<file path="config.mk">
export PLATFORM = sky130hd
export DESIGN_NAME = ogd_csr
export DESIGN_NICKNAME = d
export VERILOG_FILES = /design/src/rtl/ogd_pkg.sv /design/src/rtl/ogd_csr.sv
export SDC_FILE = /design/constraint.sdc
export NUM_CORES = 1
export LEC_CHECK = 0
export ABC_CLOCK_PERIOD_IN_PS = 2600
export BUFFER_PORTS_ARGS = -buffer_cell sky130_fd_sc_hd__buf_2
export CAP_MARGIN = 0
export CORE_AREA = 2 2 64 66
export DETAILED_ROUTE_END_ITERATION = 7
export DIE_AREA = 0 0 66 68
export GPL_TIMING_DRIVEN = 0
export PLACE_DENSITY = 0.74
export SYNTH_ARGS = -nofsm -noshare
export SYNTH_HDL_FRONTEND = slang
export SYNTH_SLANG_ARGS = --single-unit
export TNS_END_PERCENT = 50
</file>
<file path="constraint.sdc">
create_clock -name clock -period 2.6 [get_ports clock]
set_input_delay 0.13 -clock clock [delete_from_list [all_inputs] [get_ports clock]]
set_output_delay 0.13 -clock clock [all_outputs]
set_load 0.05 [all_outputs]
</file>
<file path="src/rtl/ogd_pkg.sv">
// shared types and constants of the occupancy grid dilation block
`default_nettype none

package ogd_pkg;

   // default grid and kernel limits
   localparam int DEF_MAX_COLS   = 256;
   localparam int DEF_MAX_ROWS   = 256;
   localparam int DEF_MAX_KERNEL = 31;

   // register field widths
   localparam int GRID_W = 9;
   localparam int K_W    = 5;

   // signed cell position width, covers -15 .. 270 plus margin
   localparam int POS_W = 11;

   // configuration port
   localparam int CSR_ADDR_W = 4;
   localparam int CSR_DATA_W = 32;

   localparam logic [1:0] REG_GRID_COLS   = 2'd0;
   localparam logic [1:0] REG_GRID_ROWS   = 2'd1;
   localparam logic [1:0] REG_KERNEL_SIDE = 2'd2;

   localparam logic [GRID_W-1:0] GRID_COLS_RESET   = 9'd256;
   localparam logic [GRID_W-1:0] GRID_ROWS_RESET   = 9'd256;
   localparam logic [K_W-1:0]    KERNEL_SIDE_RESET = 5'd0;

   // request commands
   localparam logic CMD_WRITE = 1'b0;
   localparam logic CMD_QUERY = 1'b1;

   // effective configuration, already saturated to the build limits
   typedef struct packed {
      logic [GRID_W-1:0] cols;
      logic [GRID_W-1:0] rows;
      logic [K_W-1:0]    k;
   } cfg_type;

endpackage

`default_nettype wire

</file>
<file path="src/rtl/ogd_csr.sv">
// configuration registers with apb-style access and saturation to the build limits
`default_nettype none

module ogd_csr
   import ogd_pkg::*;
#(
   parameter int MAX_COLS   = DEF_MAX_COLS,
   parameter int MAX_ROWS   = DEF_MAX_ROWS,
   parameter int MAX_KERNEL = DEF_MAX_KERNEL
) (
   input  wire logic                  clock,
   input  wire logic                  reset,
   input  wire logic                  csr_psel,
   input  wire logic                  csr_penable,
   input  wire logic                  csr_pwrite,
   input  wire logic [CSR_ADDR_W-1:0] csr_paddr,
   input  wire logic [CSR_DATA_W-1:0] csr_pwdata,
   output logic      [CSR_DATA_W-1:0] csr_prdata,
   output logic                       csr_pready,
   output cfg_type                    cfg
);

   logic [GRID_W-1:0] grid_cols_ff, grid_cols_in;
   logic [GRID_W-1:0] grid_rows_ff, grid_rows_in;
   logic [K_W-1:0]    kernel_side_ff, kernel_side_in;
   logic              wr_en;
   logic [1:0]        reg_idx;

   assign csr_pready = 1'b1;
   assign wr_en      = csr_psel & csr_penable & csr_pwrite & csr_pready;
   assign reg_idx    = csr_paddr[3:2];

   always_comb begin
      grid_cols_in   = grid_cols_ff;
      grid_rows_in   = grid_rows_ff;
      kernel_side_in = kernel_side_ff;
      if (wr_en) begin
         case (reg_idx)
            REG_GRID_COLS:   grid_cols_in   = csr_pwdata[GRID_W-1:0];
            REG_GRID_ROWS:   grid_rows_in   = csr_pwdata[GRID_W-1:0];
            REG_KERNEL_SIDE: kernel_side_in = csr_pwdata[K_W-1:0];
            default: ;
         endcase
      end
   end

   always_ff @(posedge clock) begin
      if (reset) begin
         grid_cols_ff   <= GRID_COLS_RESET;
         grid_rows_ff   <= GRID_ROWS_RESET;
         kernel_side_ff <= KERNEL_SIDE_RESET;
      end else begin
         grid_cols_ff   <= grid_cols_in;
         grid_rows_ff   <= grid_rows_in;
         kernel_side_ff <= kernel_side_in;
      end
   end

   always_comb begin
      case (reg_idx)
         REG_GRID_COLS:   csr_prdata = CSR_DATA_W'(grid_cols_ff);
         REG_GRID_ROWS:   csr_prdata = CSR_DATA_W'(grid_rows_ff);
         REG_KERNEL_SIDE: csr_prdata = CSR_DATA_W'(kernel_side_ff);
         default:         csr_prdata = '0;
      endcase
   end

   // saturate to the build limits
   always_comb begin
      cfg.cols = (32'(grid_cols_ff) > MAX_COLS) ? GRID_W'(MAX_COLS) : grid_cols_ff;
      cfg.rows = (32'(grid_rows_ff) > MAX_ROWS) ? GRID_W'(MAX_ROWS) : grid_rows_ff;
      cfg.k    = (32'(kernel_side_ff) > MAX_KERNEL) ? K_W'(MAX_KERNEL) : kernel_side_ff;
   end

endmodule

`default_nettype wire

</file>
; Word-level counts from Yosys, hierarchy flattened
; Index checks and enable logic that the tools add are counted.
[totals]
in_bits = 41
out_inout_bits = 56
wordCells = 16
reg_bits = 23
[classes]
order_cmp = 2
n_eq_ne = 2
reduce_logical = 4
muxes = 3
n_bitwise = 2
[ops]
columns = op, count
row1 = $pmux 9 s3, 1
row2 = $gt 9x9->1 const B, 2
row3 = $mux 9, 2
row4 = $reduce_and 2->1, 3
row5 = $and 1x1->1, 2
row6 = $eq 2x1->1 const B, 1
row7 = $eq 2x2->1 const B, 1
row8 = $logic_not 2->1, 1

; Depth between registers and ports, before layout
[logic_depth]
word_depth = 3
depth_mapped = 4
ltp_nobuf = 3

; Worst setup path before layout
; Ideal clock, no wire load.
[synth_timing]
path_kind = input to output
startpoint = input csr_paddr[2]
endpoint = output csr_prdata[0]
t_required_ns = 2.470
t_arrival_ns = 1.553
setup_slack_ns = 0.917
cell_stages = 3
cell_sequence = buf_2 -> mux2i_1 -> o21ai_0
[synth_between]
elab_chain_cells = 2
[synth_lines]
columns = element, line
row1 = "start, declared", ogd_csr.sv:16  ; input wire logic [CSR_ADDR_W-1:0] csr_paddr,
row2 = "$eq 2x2->1, or another cell as far along", ogd_csr.sv:60  ; case (reg_idx)
row3 = $pmux 9 s3 *, ogd_csr.sv:60
row4 = "end, declared", ogd_csr.sv:18  ; output logic [CSR_DATA_W-1:0] csr_prdata,
; Mark *: on every way between the ends. The rest lies on a longest branch, timed or not.

; Final worst setup path
[layout_timing]
startpoint = register grid_rows_ff[8]
endpoint = output csr_prdata[8]
[layout_between]
elab_chain_cells = 1
[layout_lines]
columns = element, line
row1 = "start, declared", ogd_csr.sv:24  ; logic [GRID_W-1:0] grid_rows_ff, grid_rows_in;
row2 = "start signal, assigned", ogd_csr.sv:54  ; grid_rows_ff <= grid_rows_in;
row3 = $pmux 9 s3, ogd_csr.sv:60
; No other way between the ends.

==> flow_metrics.py <==
metrics = {
    "yosys": {
        "synthCells": 159,
        "muxShareOfSynthArea_pct": 22.4,
        "yosysWarnings": 0,
        "synth_seq_cells": 23,
        "synth_top_family_by_area": "simple AND/OR/NAND/NOR gates",
        "synth_top_area_cell": "dfxtp_1",
        "synthesis.area_um2": 1430,
        "synth_compound_area_share_pct": 1.75,
        "yosysSeqAreaShare_pct": 32.2,
        "synth_top_area_share_pct": 32.2,
        "synthSimpleGateAreaFrac_pct": 26.7,
        "synthTopCellsByArea": "dfxtp_1, mux2i_1, buf_4",
        "syn-mean-instance-area_um2": 8.99,
        "yosysUniqueCellTypes": 17,
        "synth-adder-area-share_pct": 0,
        "synth-xor-area-share_pct": 0,
    },
    "routing": {
        "vias_per_cell": 4.08,
        "drt-met1-wl_mm": 1.42,
        "post_drt_wl_per_cell_um": 11.6,
        "top_layer": "met4",
        "dr_wl_met2_mm": 1.58,
        "vias": 1150,
        "wirelength_mm": 3.27,
        "first_pass_iters": 5,
        "drc": 0,
        "drt.antenna.violating_nets": 0,
        "route.met3.wl_um": 251,
        "first_iter_violations": 33,
    },
    "placement": {
        "dp_cells": 278,
        "hpwlAfterDp_mm": 2.44,
        "place_congestion": 0.754,
        "io_buffers": 47,
    },
    "setup_path": {
        "crit_type": "flip-flop to output pin",
        "worstPathRequired_ns": 2.47,
        "slowest_delay_ns": 0.41,
        "path_delay_family": "buffers and inverters",
        "critPathCaptureType": "output pin",
        "cp.arrival_ns": 1.52,
        "path_cells": "clkbuf_1 -> mux2i_1 -> nor2_1 -> buf_2",
        "slowest_stage": "clkbuf_1",
        "crit_buf_inv": 2,
        "startpoint_type": "flip-flop",
        "crit_fanout": 10,
    },
    "final_layout": {
        "multi_input_area_um2": 817,
        "syn2layout_area_growth_pct": 29.7,
        "regArea_um2": 460,
        "n_antenna_cell": 0,
        "instances_no_fill": 282,
        "nets": 274,
        "utilization_pct": 48.1,
        "drive_gt1_share_pct": 34.1,
        "num-fill-cells": 419,
    },
    "clock_network": {
        "htree_levels": 1,
        "cts_setup_buffers": 0,
        "cts_max_path_buffers": 2,
        "ctsHoldBuffers": 0,
        "cts-resized-gates": 0,
        "clk_latency_ns": 0.26,
        "clk_pin_slew_ns": 0.08,
        "tritoncts": "yes",
        "cts_root_buf": "clkbuf_8",
        "clock-sinks": 23,
        "cts_inserted_buffers": 3,
    },
    "timing": {
        "tns_ns": 0,
        "report.final.slew_viol_count": 0,
        "finalSetupViolations": 0,
        "timing.fmax_mhz": 605,
        "grt_setup_unrepaired": "false",
        "period_needed_ns": 1.65,
        "final.setup_skew_ns": 0,
        "hold_violations": 0,
        "fin_crit_sh_pct": 63.6,
    },
    "pwr": {
        "ir_worst_vdd_v": 0.000186,
        "p_per_area_nw_per_um2": 412,
        "leakage_uw": 0.000978,
    },
    "die": {
        "fp.dieW_um": 66,
        "start_util_pct": 37.1,
        "die_h_um": 68,
        "die-area_um2": 4490,
        "coreArea_um2": 3860,
        "io_pins": 97,
        "row_count": 23,
    },
    "global_routing": {
        "gr-total-overflow": 0,
        "antenna_found_initial": 0,
        "track_usage_pct": 14.0,
        "grt_pass1_vias": 986,
        "grt_max_degree": 13,
        "grt_pass1_wl_mm": 4.77,
    },
    "job": {
        "drv_cap": 0,
    },
    "run_status": {
        "outcome": "completed",
    },
    "min_path": {
        "hold_path_class": "input port to flip-flop",
    },
}
-- cell families after synthesis --
kind of cell	count (synthesis)
AOI/OAI and AO/OA	5
buffers and inverters	35
other	2
muxes	32
DFF	23
and+or+nand+nor	62
-- cell usage in the layout, fill, tap and decap left out, drive strengths merged --
| cell type | synthesis | final |
|---|---|---|
| mux2i | 32 | 32 |
| clkbuf | 7 | 11 |
| nor2b | 17 | 17 |
| nand2b | 15 | 15 |
| buf | 28 | 75 |
| nand4 | 1 | 1 |
| dfxtp | 23 | 23 |
| nand3 | 1 | 1 |
| nand2 | 5 | 5 |
| or2b | 14 | 14 |
| conb | 2 | 24 |
| nor2 | 7 | 7 |
| o21ai | 5 | 5 |
| or3b | 1 | 1 |
| nor3 | 1 | 1 |
-- tightest hold or removal path: cells and delay by family --
family | cells | cell delay (ns)
buffers and inverters | 1 | 0.08
AND/OR/NAND/NOR | 1 | 0.04
multiplexers | 1 | 0.11
-- where the power goes --
group	total [uW]	switching (uW)	internal (uW)
combinational	183	127	55.9
sequential	359	2.94	356
clock	223	113	109
-- per-stage QoR --
step / total power [uW] / setup slack (ns) / area (um2) / hold WS (ns)
5_1_grt: 796 / 0.862 / 1860 / 0.140
3_3_place_gp: 549 / 1.19 / 1810 / 0.401
3_5_place_dp: 550 / 1.21 / 1810 / 0.408
2_1_floorplan: 521 / 0.917 / 1510 / 0.301
4_1_cts: 769 / 0.904 / 1860 / 0.130
6_report: 765 / 0.947 / 1860 / 0.129
-- layout make-up --
cell class | instances | share of cell area (%)
timing repair buffer | 47 | 12.7
clock buffer | 4 | 2.43
multi-input combinational | 123 | 44.0
buffer | 35 | 12.7
tap | 50 | 3.37
sequential | 23 | 24.8
-- state kept, by name, indices dropped and copies added, names as in the netlist --
signal and flops:
grid_cols_ff 9, grid_rows_ff 9, kernel_side_ff 5
-- final timing paths --
path / startpoint / to / slack [ns] / depth (start not counted)
worst min-delay path: csr_pwdata[8] / grid_rows_ff[8] / 0.13 / 3
worst max-delay path: grid_rows_ff[8] / csr_prdata[8] / 0.95 / 4
worst min register to register: grid_cols_ff[6] / grid_cols_ff[6] / 0.49 / 2
worst max register to register: grid_rows_ff[8] / grid_rows_ff[8] / 1.56 / 3
-- routing by layer --
metal	vias up	track usage (%)
li1	611	-
met1	497	16.9
met2	40	25.8
met3	2	2.96
met4	0	3.06
met5	-	0
-- Yosys cell counts --
cell type / instances
buf_2: 2
buf_4: 25
buf_6: 1
clkbuf_1: 7
conb_1: 2
dfxtp_1: 23
mux2i_1: 32
nand2_1: 5
nand2b_1: 15
nand3_1: 1
nand4_2: 1
nor2_1: 7
nor2b_1: 17
nor3_1: 1
o21ai_0: 5
or2b_1: 14
or3b_1: 1
(Power assumes the default switching activity.)
